--- config.mk ---
export PLATFORM = sky130hd
export DESIGN_NAME = ycbcr644_to_rgb565_unit_flat
export DESIGN_NICKNAME = d
export VERILOG_FILES = /design/src/ycr_pkg.sv /design/src/ycr_req_chan.sv /design/src/ycbcr644_to_rgb565_unit.sv /design/src/flat_wrapper.sv
export SDC_FILE = /design/constraint.sdc
export NUM_CORES = 1
export LEC_CHECK = 0
export BUFFER_PORTS_ARGS = -buffer_cell sky130_fd_sc_hd__buf_4
export CORE_ASPECT_RATIO = 1.75
export CORE_MARGIN = 1
export CORE_UTILIZATION = 40
export CTS_CLUSTER_SIZE = 16
export DETAILED_ROUTE_END_ITERATION = 16
export GPL_TIMING_DRIVEN = 0
export PLACE_DENSITY_LB_ADDON = 0.1
export SLEW_MARGIN = 20
export SYNTH_ARGS = -nofsm -noshare
export SYNTH_HDL_FRONTEND = slang
export SYNTH_SLANG_ARGS = --single-unit
--- constraint.sdc ---
create_clock -name clock -period 12.6 [get_ports clock]
set_input_delay 2.52 -clock clock [delete_from_list [all_inputs] [get_ports clock]]
set_output_delay 2.52 -clock clock [all_outputs]
set_load 0.005 [all_outputs]
--- src/ycr_pkg.sv ---
// Shared widths and fixed-point constants for the YCbCr 6:4:4 to RGB565 converter.
package ycr_pkg;

   // Field widths of the input and result items.
   localparam int LUMA_W   = 6;
   localparam int CHROMA_W = 4;
   localparam int PIXEL_W  = 16;

   // Signed chroma offset after removing the mid code (-8..7).
   localparam int DCHROMA_W = CHROMA_W + 1;

   // Accumulator width of one channel sum and its fraction bits.
   localparam int ACC_W  = 27;
   localparam int FRAC_W = 16;
   localparam int CHAN_W = ACC_W - FRAC_W;

   // Chroma mid point expressed as a 4-bit code (128 / 16).
   localparam logic [DCHROMA_W-1:0] CHROMA_MID_CODE = DCHROMA_W'(8);

   // Q16 conversion coefficients.
   localparam logic signed [ACC_W-1:0] COEF_R_CR = ACC_W'(91881);
   localparam logic signed [ACC_W-1:0] COEF_G_CB = ACC_W'(22554);
   localparam logic signed [ACC_W-1:0] COEF_G_CR = ACC_W'(46802);
   localparam logic signed [ACC_W-1:0] COEF_B_CB = ACC_W'(116130);

endpackage

--- src/ycr_req_chan.sv ---
// Channel interfaces for the pixel converter: the YCbCr request and the RGB565 response.
interface ycr_req_chan
   import ycr_pkg::*;
   ();
   logic                valid;
   logic                ready;
   logic [LUMA_W-1:0]   luma;
   logic [CHROMA_W-1:0] chroma_blue;
   logic [CHROMA_W-1:0] chroma_red;

   modport source (output valid, output luma, output chroma_blue, output chroma_red,
                   input ready);
   modport sink   (input valid, input luma, input chroma_blue, input chroma_red,
                   output ready);
endinterface

interface ycr_rsp_chan
   import ycr_pkg::*;
   ();
   logic               valid;
   logic               ready;
   logic [PIXEL_W-1:0] pixel_565;

   modport source (output valid, output pixel_565, input ready);
   modport sink   (input valid, input pixel_565, output ready);
endinterface

--- src/ycbcr644_to_rgb565_unit.sv ---
// Top level of the YCbCr 6:4:4 to RGB565 pixel converter.
//
//   Channel    Direction  Payload                              Handshake
//   req_chan   in         luma[5:0], chroma_blue, chroma_red   valid/ready
//   rsp_chan   out        pixel_565[15:0]                      valid/ready
//
// Each item passes an input register and then a result register, which offers
// its result; a new item is taken every cycle while the request side is ready.
// The conversion (four constant products, the channel sums, a clamp) sits between them.
// Reset clears both valid flags only. A stall on the response side backs up
// through the two registers, and the request side stays ready while either
// register can still move.
module ycbcr644_to_rgb565_unit
   import ycr_pkg::*;
(
   input logic         clock,
   input logic         reset,
   ycr_req_chan.sink   req_chan,
   ycr_rsp_chan.source rsp_chan
);

   // Saturate one signed channel value to 0..255.
   function automatic logic [7:0] clamp_u8(input logic signed [CHAN_W-1:0] v);
      logic [7:0] res;
      if (v[CHAN_W-1]) begin
         res = 8'd0;
      end else if (|v[CHAN_W-2:8]) begin
         res = 8'hFF;
      end else begin
         res = v[7:0];
      end
      return res;
   endfunction

   logic                in_valid_ff;
   logic [LUMA_W-1:0]   luma_ff;
   logic [CHROMA_W-1:0] cb_ff;
   logic [CHROMA_W-1:0] cr_ff;
   logic                out_valid_ff;
   logic [PIXEL_W-1:0]  pixel_ff;
   logic [PIXEL_W-1:0]  pixel_in;

   logic out_open;
   logic in_open;

   logic signed [DCHROMA_W-1:0] dcb;
   logic signed [DCHROMA_W-1:0] dcr;
   logic signed [ACC_W-1:0]     dcb_ext;
   logic signed [ACC_W-1:0]     dcr_ext;
   logic signed [ACC_W-1:0]     y_base;
   logic signed [ACC_W-1:0]     acc_r;
   logic signed [ACC_W-1:0]     acc_g;
   logic signed [ACC_W-1:0]     acc_b;
   logic [7:0]                  red;
   logic [7:0]                  green;
   logic [7:0]                  blue;

   // Flow control: each register can load when empty or when it drains.
   assign out_open       = !out_valid_ff || rsp_chan.ready;
   assign in_open        = !in_valid_ff || out_open;
   assign req_chan.ready = in_open;

   // Input register.
   always_ff @(posedge clock) begin
      if (reset) begin
         in_valid_ff <= 1'b0;
      end else if (in_open) begin
         in_valid_ff <= req_chan.valid;
      end
      if (in_open && req_chan.valid) begin
         luma_ff <= req_chan.luma;
         cb_ff   <= req_chan.chroma_blue;
         cr_ff   <= req_chan.chroma_red;
      end
   end

   // Chroma offsets in units of 16 and the Q16 luma base.
   always_comb begin
      dcb     = $signed({1'b0, cb_ff}) - $signed(CHROMA_MID_CODE);
      dcr     = $signed({1'b0, cr_ff}) - $signed(CHROMA_MID_CODE);
      dcb_ext = {{(ACC_W-DCHROMA_W){dcb[DCHROMA_W-1]}}, dcb};
      dcr_ext = {{(ACC_W-DCHROMA_W){dcr[DCHROMA_W-1]}}, dcr};
      y_base  = $signed({{(ACC_W-LUMA_W-2-FRAC_W){1'b0}}, luma_ff, 2'b00,
                         {FRAC_W{1'b0}}});
   end

   // Channel sums; the chroma scale of 16 is a shift after the product.
   always_comb begin
      acc_r = y_base + ((COEF_R_CR * dcr_ext) <<< 4);
      acc_g = y_base - ((COEF_G_CB * dcb_ext) <<< 4) - ((COEF_G_CR * dcr_ext) <<< 4);
      acc_b = y_base + ((COEF_B_CB * dcb_ext) <<< 4);
   end

   // Floor by dropping the fraction, clamp, and pack as 5:6:5.
   always_comb begin
      red      = clamp_u8(acc_r[ACC_W-1:FRAC_W]);
      green    = clamp_u8(acc_g[ACC_W-1:FRAC_W]);
      blue     = clamp_u8(acc_b[ACC_W-1:FRAC_W]);
      pixel_in = {red[7:3], green[7:2], blue[7:3]};
   end

   // Result register.
   always_ff @(posedge clock) begin
      if (reset) begin
         out_valid_ff <= 1'b0;
      end else if (out_open) begin
         out_valid_ff <= in_valid_ff;
      end
      if (out_open && in_valid_ff) begin
         pixel_ff <= pixel_in;
      end
   end

   assign rsp_chan.valid     = out_valid_ff;
   assign rsp_chan.pixel_565 = pixel_ff;

endmodule

--- src/flat_wrapper.sv ---
// flat-port wrapper written by rule: the top's interface ports become plain ports
module ycbcr644_to_rgb565_unit_flat import ycr_pkg::*;
  (clock, reset, req_chan_valid, req_chan_luma, req_chan_chroma_blue, req_chan_chroma_red, req_chan_ready, rsp_chan_valid, rsp_chan_pixel_565, rsp_chan_ready);
  ycr_req_chan req_chan_i ();
  ycr_rsp_chan rsp_chan_i ();
  input logic clock;
  input logic reset;
  input wire logic [$bits(req_chan_i.valid)-1:0] req_chan_valid;
  input wire logic [$bits(req_chan_i.luma)-1:0] req_chan_luma;
  input wire logic [$bits(req_chan_i.chroma_blue)-1:0] req_chan_chroma_blue;
  input wire logic [$bits(req_chan_i.chroma_red)-1:0] req_chan_chroma_red;
  output wire logic [$bits(req_chan_i.ready)-1:0] req_chan_ready;
  output wire logic [$bits(rsp_chan_i.valid)-1:0] rsp_chan_valid;
  output wire logic [$bits(rsp_chan_i.pixel_565)-1:0] rsp_chan_pixel_565;
  input wire logic [$bits(rsp_chan_i.ready)-1:0] rsp_chan_ready;
  assign req_chan_i.valid = req_chan_valid;
  assign req_chan_i.luma = req_chan_luma;
  assign req_chan_i.chroma_blue = req_chan_chroma_blue;
  assign req_chan_i.chroma_red = req_chan_chroma_red;
  assign req_chan_ready = req_chan_i.ready;
  assign rsp_chan_valid = rsp_chan_i.valid;
  assign rsp_chan_pixel_565 = rsp_chan_i.pixel_565;
  assign rsp_chan_i.ready = rsp_chan_ready;
  ycbcr644_to_rgb565_unit u_core (.clock(clock), .reset(reset), .req_chan(req_chan_i), .rsp_chan(rsp_chan_i));
endmodule
==> run metrics, run 1 <==
part of the Yosys area used for sequential elements 0.162; fillers 1422; Rows 58; Setup Buffers After CTS 0; Synth Instances 649; number of synthesized flops with an enable pin 30; Total Die Area 0.0151 mm2; Initial Util 0.407; CTS Buffer Depth 2; R2R Path Start u_core.cr_ff[3]; final setup violation count 0; critical path peak fanout 10; multi-input logic area 0.00456 mm2; area leader, netlist ha_1; nets 871; Reg clk slew, reported paths 50 ps; Async S/R FF share, synth 0; die span in y 162 um; grt ovf 0; total power 994 uW; crit path cell chain clkbuf_1 > inv_1 > ha_1 > ha_1 > ha_1 > ha_1 > a21o_1 > a21oi_1 > o21ai_1 > a21oi_1 > o21bai_1 > a21oi_1 > o311ai_0 > fa_1 > inv_1 > ha_1 > a21o_1 > a211o_1 > a2111oi_0 > o31ai_1 > nor3_1 > a31oi_1 > o21a_1; R2R setup slack 4790 ps; post-route ant nets 0; dpl hpwl 12800 um; clock skew 7.45 ps; Clock Tree Root clkbuf_16; Final Cycle Share 0.620; area occupied by registers 941 um2; pin count of the biggest net entering global routing 17; grt peak-use layer met2; routed length per instance 17.2 um; RSZ-0062 raised after global routing false; CTS H-tree lvls 2; Detailed Routing Iterations Pass 1 4; post_cts resized 0; max-slew violation count 0; post-synth top area share 0.303; number of synthesized register bits 32; post-route DRC violation count 0; TritonCTS buffer count 5; CP Launch Type flop; max_cap viols 0; CP Capture Type flop; Worst Hold Class reg2reg; layout cell share with drive strength beyond 1 0.0882; worst slew pin tran 1010 ps; main area contributors after synthesis ha_1 (30%), edfxtp_1 (15%), fa_1 (7.2%), inv_1 (5.2%), xnor2_1 (5.1%); # hold bufs at CTS 0; Power Density 154 mW/mm2; syn avg cell area 8.98 um2; Die X 93.2 um; worst reg2reg endpoint u_core.rsp_chan.pixel_565[6]; Leakage 3.20 nW; Synthesis Warnings 0; most used cell, CP ha_1; slowest CP cell a2111oi_0; I/O pin cnt 36; post-DR vias/cell 5.59; Final Critical Period 7810 ps; run status finished, final reports clean; fin util 0.452; initial antenna violation count 0; WP data required 12630 ps; synthesis-to-layout area growth 10.9%; Main synth FF type edfxtp_1; Final Hold Vio Count 0; initial detailed-routing violation count 132; Crit Path Class reg2reg; Reg2Reg Depth 23; routability cong. 0.852; library cells used by synthesis 65; CTS tree done; WL final 15000 um; vias in the first global route 5137; Sink Count 32; Syn Std Cell Area 0.00583 mm2; GR Util met2 0.435; first-pass GRT wire length 24200 um; Arr. time, crit path 7840 ps; VDD IR max 0.0657 mV; CP bufs+invs 3; Top delay family on crit path compound AO/OA/AOI/OAI gates; minimum hold slack 531 ps; Final WS setup 4790 ps; antenna cells 0; Rel. slew slack 0.309; worst-skew pair later-pin latency 280 ps; CP max stage delay 870 ps; GR Util met3 0.0226; port bufs 35; Hold Path Stages 2; hold path start u_core.in_valid_ff; syn nets 829; met1 usage 0.194; Fmax 128 MHz; Worst Hold Path EP u_core.rsp_chan.valid; core box area 0.0143 mm2; global router's overall resource usage 0.207; pre-CTS setup slack 4850 ps; vias 4875; final setup TNS 0 ps
-- metrics by stage --
step / instances / cell area (um2)
floorplan: 649 / 5830
global placement: 864 / 6310
detailed placement: 864 / 6320
CTS: 872 / 6460
global route: 872 / 6460
finish: 872 / 6460
-- state kept, by name (all words and copies together), names as in the netlist --
signal                     flops
u_core.rsp_chan.pixel_565     16
u_core.luma_ff                 6
u_core.rsp_chan.valid          1
u_core.in_valid_ff             1
u_core.cb_ff                   4
u_core.cr_ff                   4
-- Yosys cell counts, drive strengths merged, types with 6 or more instances --
library cell  instances
a211o                 6
a211oi                9
a21o                 19
a21oi                40
a31oi                 8
and3                  7
edfxtp               30
fa                   21
ha                  141
inv                  80
nand2                30
nand3                10
nor2                 36
nor2b                 9
nor3                 13
o211ai                6
o21a                 11
o21ai                31
o21bai                6
or2                   7
or3                   8
xnor2                34
xor2                 15
-- where the power goes --
part / switching (mW) / internal (mW) / total, mW
registers: 0.00901 / 0.141 / 0.150
logic: 0.410 / 0.314 / 0.724
clock network: 0.0474 / 0.0728 / 0.120
total: 0.466 / 0.528 / 0.994
-- layout by cell type, fill, tap and decap left out, types with 3 or more instances in the layout --
master,instances
o31ai_1,3
buf_4,35
a21o_1,19
inv_1,80
nor2b_1,8
nor2_1,36
and4_1,3
xor2_1,15
xnor2_1,34
nor3_1,13
ha_1,141
nand2_1,30
o311ai_0,3
a31o_2,4
a21oi_1,38
o211ai_1,6
o21bai_1,6
clkbuf_16,5
a211o_1,6
and3_1,7
nand3_1,10
nand2b_1,5
a211oi_1,8
a31oi_1,8
o21ai_1,9
or2_2,7
edfxtp_1,30
o21a_1,11
nand4_1,4
and2_1,4
clkbuf_1,5
nor4_1,4
or3_1,8
fa_1,21
o21ai_0,22
-- routing by layer --
metal / vias to the layer above / routed length (um) / share of wire
li1: 2445 / - / -
met1: 2342 / 5360 / 0.36
met2: 59 / 8900 / 0.59
met3: 29 / 223 / 0.015
met4: 0 / 490 / 0.033
met5: - / 0 / 0
-- cell type report --
cell class	count	share of cell area
multi-input combinational	530	0.706
sequential	32	0.146
inverter	81	0.0471
timing repair buffer	35	0.0407
tap	180	0.0349
clock buffer	5	0.0194
buffer	6	0.00368
clock inverter	3	0.00291
-- worst min-delay path: cells and delay by family, from the launching register on --
kind,cells,cell delay [ps]
AND/OR/NAND/NOR,2,140
flip-flops,1,350
-- logic make-up after synthesis --
kind of cell               Yosys count  synth area share
xor gates and xnor gates            49            0.0737
AOI/OAI and AO/OA                  168             0.197
DFF                                 32             0.162
and+or+nand+nor                    147             0.129
adders and majority gates          163             0.377
buffers and inverters               87            0.0563
muxes                                3           0.00558
-- worst max path at each step --
stage	from	end	cells after the start
floorplan	u_core.cr_ff[3]	u_core.rsp_chan.pixel_565[10]	23
CTS	u_core.cr_ff[3]	u_core.rsp_chan.pixel_565[6]	24
global placement	u_core.cr_ff[3]	u_core.rsp_chan.pixel_565[6]	24
global route	u_core.cr_ff[3]	u_core.rsp_chan.pixel_565[8]	24
detailed placement	u_core.cr_ff[3]	u_core.rsp_chan.pixel_565[6]	24
finish	u_core.cr_ff[3]	u_core.rsp_chan.pixel_565[6]	23
(Power assumes the default switching activity.)
==> run 2: changes to the inputs <==
--- a/config.mk
+++ b/config.mk
@@ -5,6 +5,7 @@
 export SDC_FILE = /design/constraint.sdc
 export NUM_CORES = 1
 export LEC_CHECK = 0
+export ABC_AREA = 1
 export BUFFER_PORTS_ARGS = -buffer_cell sky130_fd_sc_hd__buf_4
 export CORE_ASPECT_RATIO = 1.75
 export CORE_MARGIN = 1
==> constraint.sdc (replaced) <==
create_clock -name clock -period 7.7 [get_ports clock]
set_input_delay 1.54 -clock clock [delete_from_list [all_inputs] [get_ports clock]]
set_output_delay 1.54 -clock clock [all_outputs]
set_load 0.005 [all_outputs]
==> run 2 against run 1 <==
  * Flip-flop and latch count did not move
  * Critical endpoint unchanged
  * Via count rose by 14%
  * Largest power group unchanged
  * Wire length rose by 7.9%
  * Register-to-register slack got worse by 3700 ps
  * Hold slack got worse by 37 ps
==> run metrics, run 2 <==
run status finished, final reports clean; CTS tree done; RSZ-0062 raised after global routing false; initial detailed-routing violation count 155 (+17%); max_cap viols 0 (unchanged); Main synth FF type edfxtp_1; max-slew violation count 0 (unchanged); fin util 0.455 (+0.00269); Setup Buffers After CTS 0 (unchanged); Commonest cells post-synth nand2_1 (165), inv_1 (146), ha_1 (141), a21oi_1 (60), nor2_1 (59); final setup TNS 0 ps (unchanged); number of flip-flops under the largest register name 16 (unchanged); Reg clk slew, reported paths 60 ps (about the same); number of synthesized flops with an enable pin 30 (unchanged); worst-skew pair later-pin latency 280 ps (about the same); library cells used by synthesis 49 (-25%); part of the Yosys area used for sequential elements 0.149 (-0.0128); Synth Instances 841 (+30%); Total Die Area 0.0163 mm2 (+8.5%); Rows 60 (+3.4%); Synthesis Warnings 0 (unchanged); antenna cells 0 (unchanged); initial antenna violation count 0 (unchanged); post-synth top area share 0.279 (-0.0241); TritonCTS buffer count 5 (unchanged); most common cell after layout, fill and taps aside nand2_1; Final WS setup 1060 ps (-3730 ps); Die X 97.1 um (+4.1%); syn avg cell area 7.53 um2 (-16%); nets 1063 (+22%); most frequent cells in the layout nand2_1 (165), inv_1 (146), ha_1 (141); WP data required 7730 ps (-4900 ps); Initial Util 0.411 (+0.00373); post_cts resized 0 (unchanged); number of synthesized register bits 32 (unchanged); CP max stage delay 490 ps (-380 ps); Final Critical Period 6640 ps (-1170 ps); slowest CP cell fa_1; CP Launch Type flop; post-route DRC violation count 0 (unchanged); core box area 0.0154 mm2 (+7.6%); Final Cycle Share 0.862 (+0.242); Detailed Routing Iterations Pass 1 4 (unchanged); clock skew 6.94 ps (-0.508 ps); die span in y 168 um (+4.2%); global router's overall resource usage 0.207 (-0.000802); dpl hpwl 14100 um (+10%); routability cong. 0.883 (+3.7%); pre-CTS setup slack 1070 ps (-3780 ps); vias 5558 (+14%); pin count of the biggest net entering global routing 18 (+1); Sink Count 32 (unchanged); most used cell, CP inv_1; critical path peak fanout 11 (+1); post-route ant nets 0 (unchanged); Clock Tree Root clkbuf_16; most frequent cell after synthesis nand2_1; Syn Std Cell Area 0.00633 mm2 (+8.6%); worst slew pin tran 871 ps (-138 ps); Leakage 3.83 nW (+20%); Crit Path Class reg2reg; Arr. time, crit path 6660 ps (-1180 ps); Final Hold Vio Count 0 (unchanged); area leader, netlist ha_1; grt ovf 0 (unchanged); vias in the first global route 5871 (+14%); Worst Hold Class reg2reg; CTS H-tree lvls 2 (unchanged); first-pass GRT wire length 27100 um (+12%); synthesis-to-layout area growth 10.5%; Async S/R FF share, synth 0 (unchanged); minimum hold slack 493 ps (-37.3 ps); Power Density 257 mW/mm2 (+67%); Rel. slew slack 0.419 (+0.110); main area contributors after synthesis ha_1 (28%), edfxtp_1 (14%), nand2_1 (9.8%), inv_1 (8.7%), fa_1 (6.6%); routed length per instance 15.1 um (-12%); # hold bufs at CTS 0 (unchanged); CTS Buffer Depth 2 (unchanged); layout cell share with drive strength beyond 1 0.101 (+0.0125); VDD IR max 0.124 mV (+88%); I/O pin cnt 36 (unchanged); Fmax 151 MHz (+18%); port bufs 35 (unchanged); syn nets 1021 (+23%); WL final 16200 um (+7.9%); final setup violation count 0 (unchanged); CP Capture Type flop; post-DR vias/cell 5.19 (-7.1%)
[run 2: cell count changes after synthesis, sizes merged, moves of 11 or more]
cell	before	now
a21o	19	8
a21oi	40	62
inv	80	150
nand2	30	179
nand3	10	38
nand4	4	19
nor2	36	67
xnor2	34	18
xor2	15	30
[run 2: layout make-up]
type / instances / area (um2)
Timing Repair Buffer: 35 / 263
Sequential cell: 32 / 941
Multi-Input combinational cell: 654 / 4800
Fill cell: 1594 / 8390
Buffer: 5 / 30.0
Tap cell: 186 / 233
Inverter: 150 / 563
Clock inverter: 3 / 42.5
Clock buffer: 5 / 125
[run 2: metal layers]
metal  global-route usage  share of wire  up-vias
met2                0.432           0.58       69
met3               0.0166          0.012       34
li1                     -              -     2862
met5                    0              0        -
met4               0.0727          0.036        0
met1                0.205           0.37     2593
[run 2: path summary, 6_finish.rpt]
kind,from,slack (ps),end,cells past startpoint
hold reg to reg,u_core.in_valid_ff,490,u_core.rsp_chan.valid,2
hold / removal,u_core.in_valid_ff,490,u_core.rsp_chan.valid,2
setup / recovery,u_core.cr_ff[3],1060,u_core.rsp_chan.pixel_565[6],26
setup reg to reg,u_core.cr_ff[3],1060,u_core.rsp_chan.pixel_565[6],26
[run 2: logic make-up (layout without fill, tap and decap cells)]
logic type	Yosys count	count (layout)	synth area share
simple gates	321	321	0.232
fa+ha+maj	162	162	0.345
buf+inv	155	198	0.0937
compound gates	123	123	0.111
xor+xnor	48	48	0.0688
flops	32	32	0.149
[run 2: worst max-delay path: cells and delay by family, from the launching register on]
family / cells / cell delay [ps]
and+or+nand+nor: 5 / 810
adders and majority gates: 7 / 2480
DFF: 1 / 460
buffers and inverters: 7 / 1250
AOI/OAI and AO/OA: 5 / 960
xor gates and xnor gates: 2 / 420
[run 2: stage by stage]
| stage | area, um2 | total power [mW] | std cells |
|---|---|---|---|
| global route | 7000 | 2.00 | 1070 |
| global placement | 6820 | 1.56 | 1062 |
| finish | 7000 | 1.80 | 1070 |
| detailed placement | 6830 | 1.57 | 1062 |
| floorplan | 6330 | 1.24 | 841 |
| CTS | 7000 | 1.81 | 1070 |
[run 2: report_power, final]
group	switching, mW	leakage, nW	internal, mW
Combinational	0.827	3.45	0.497
Clock	0.0755	0.0798	0.152
Sequential	0.0165	0.304	0.230
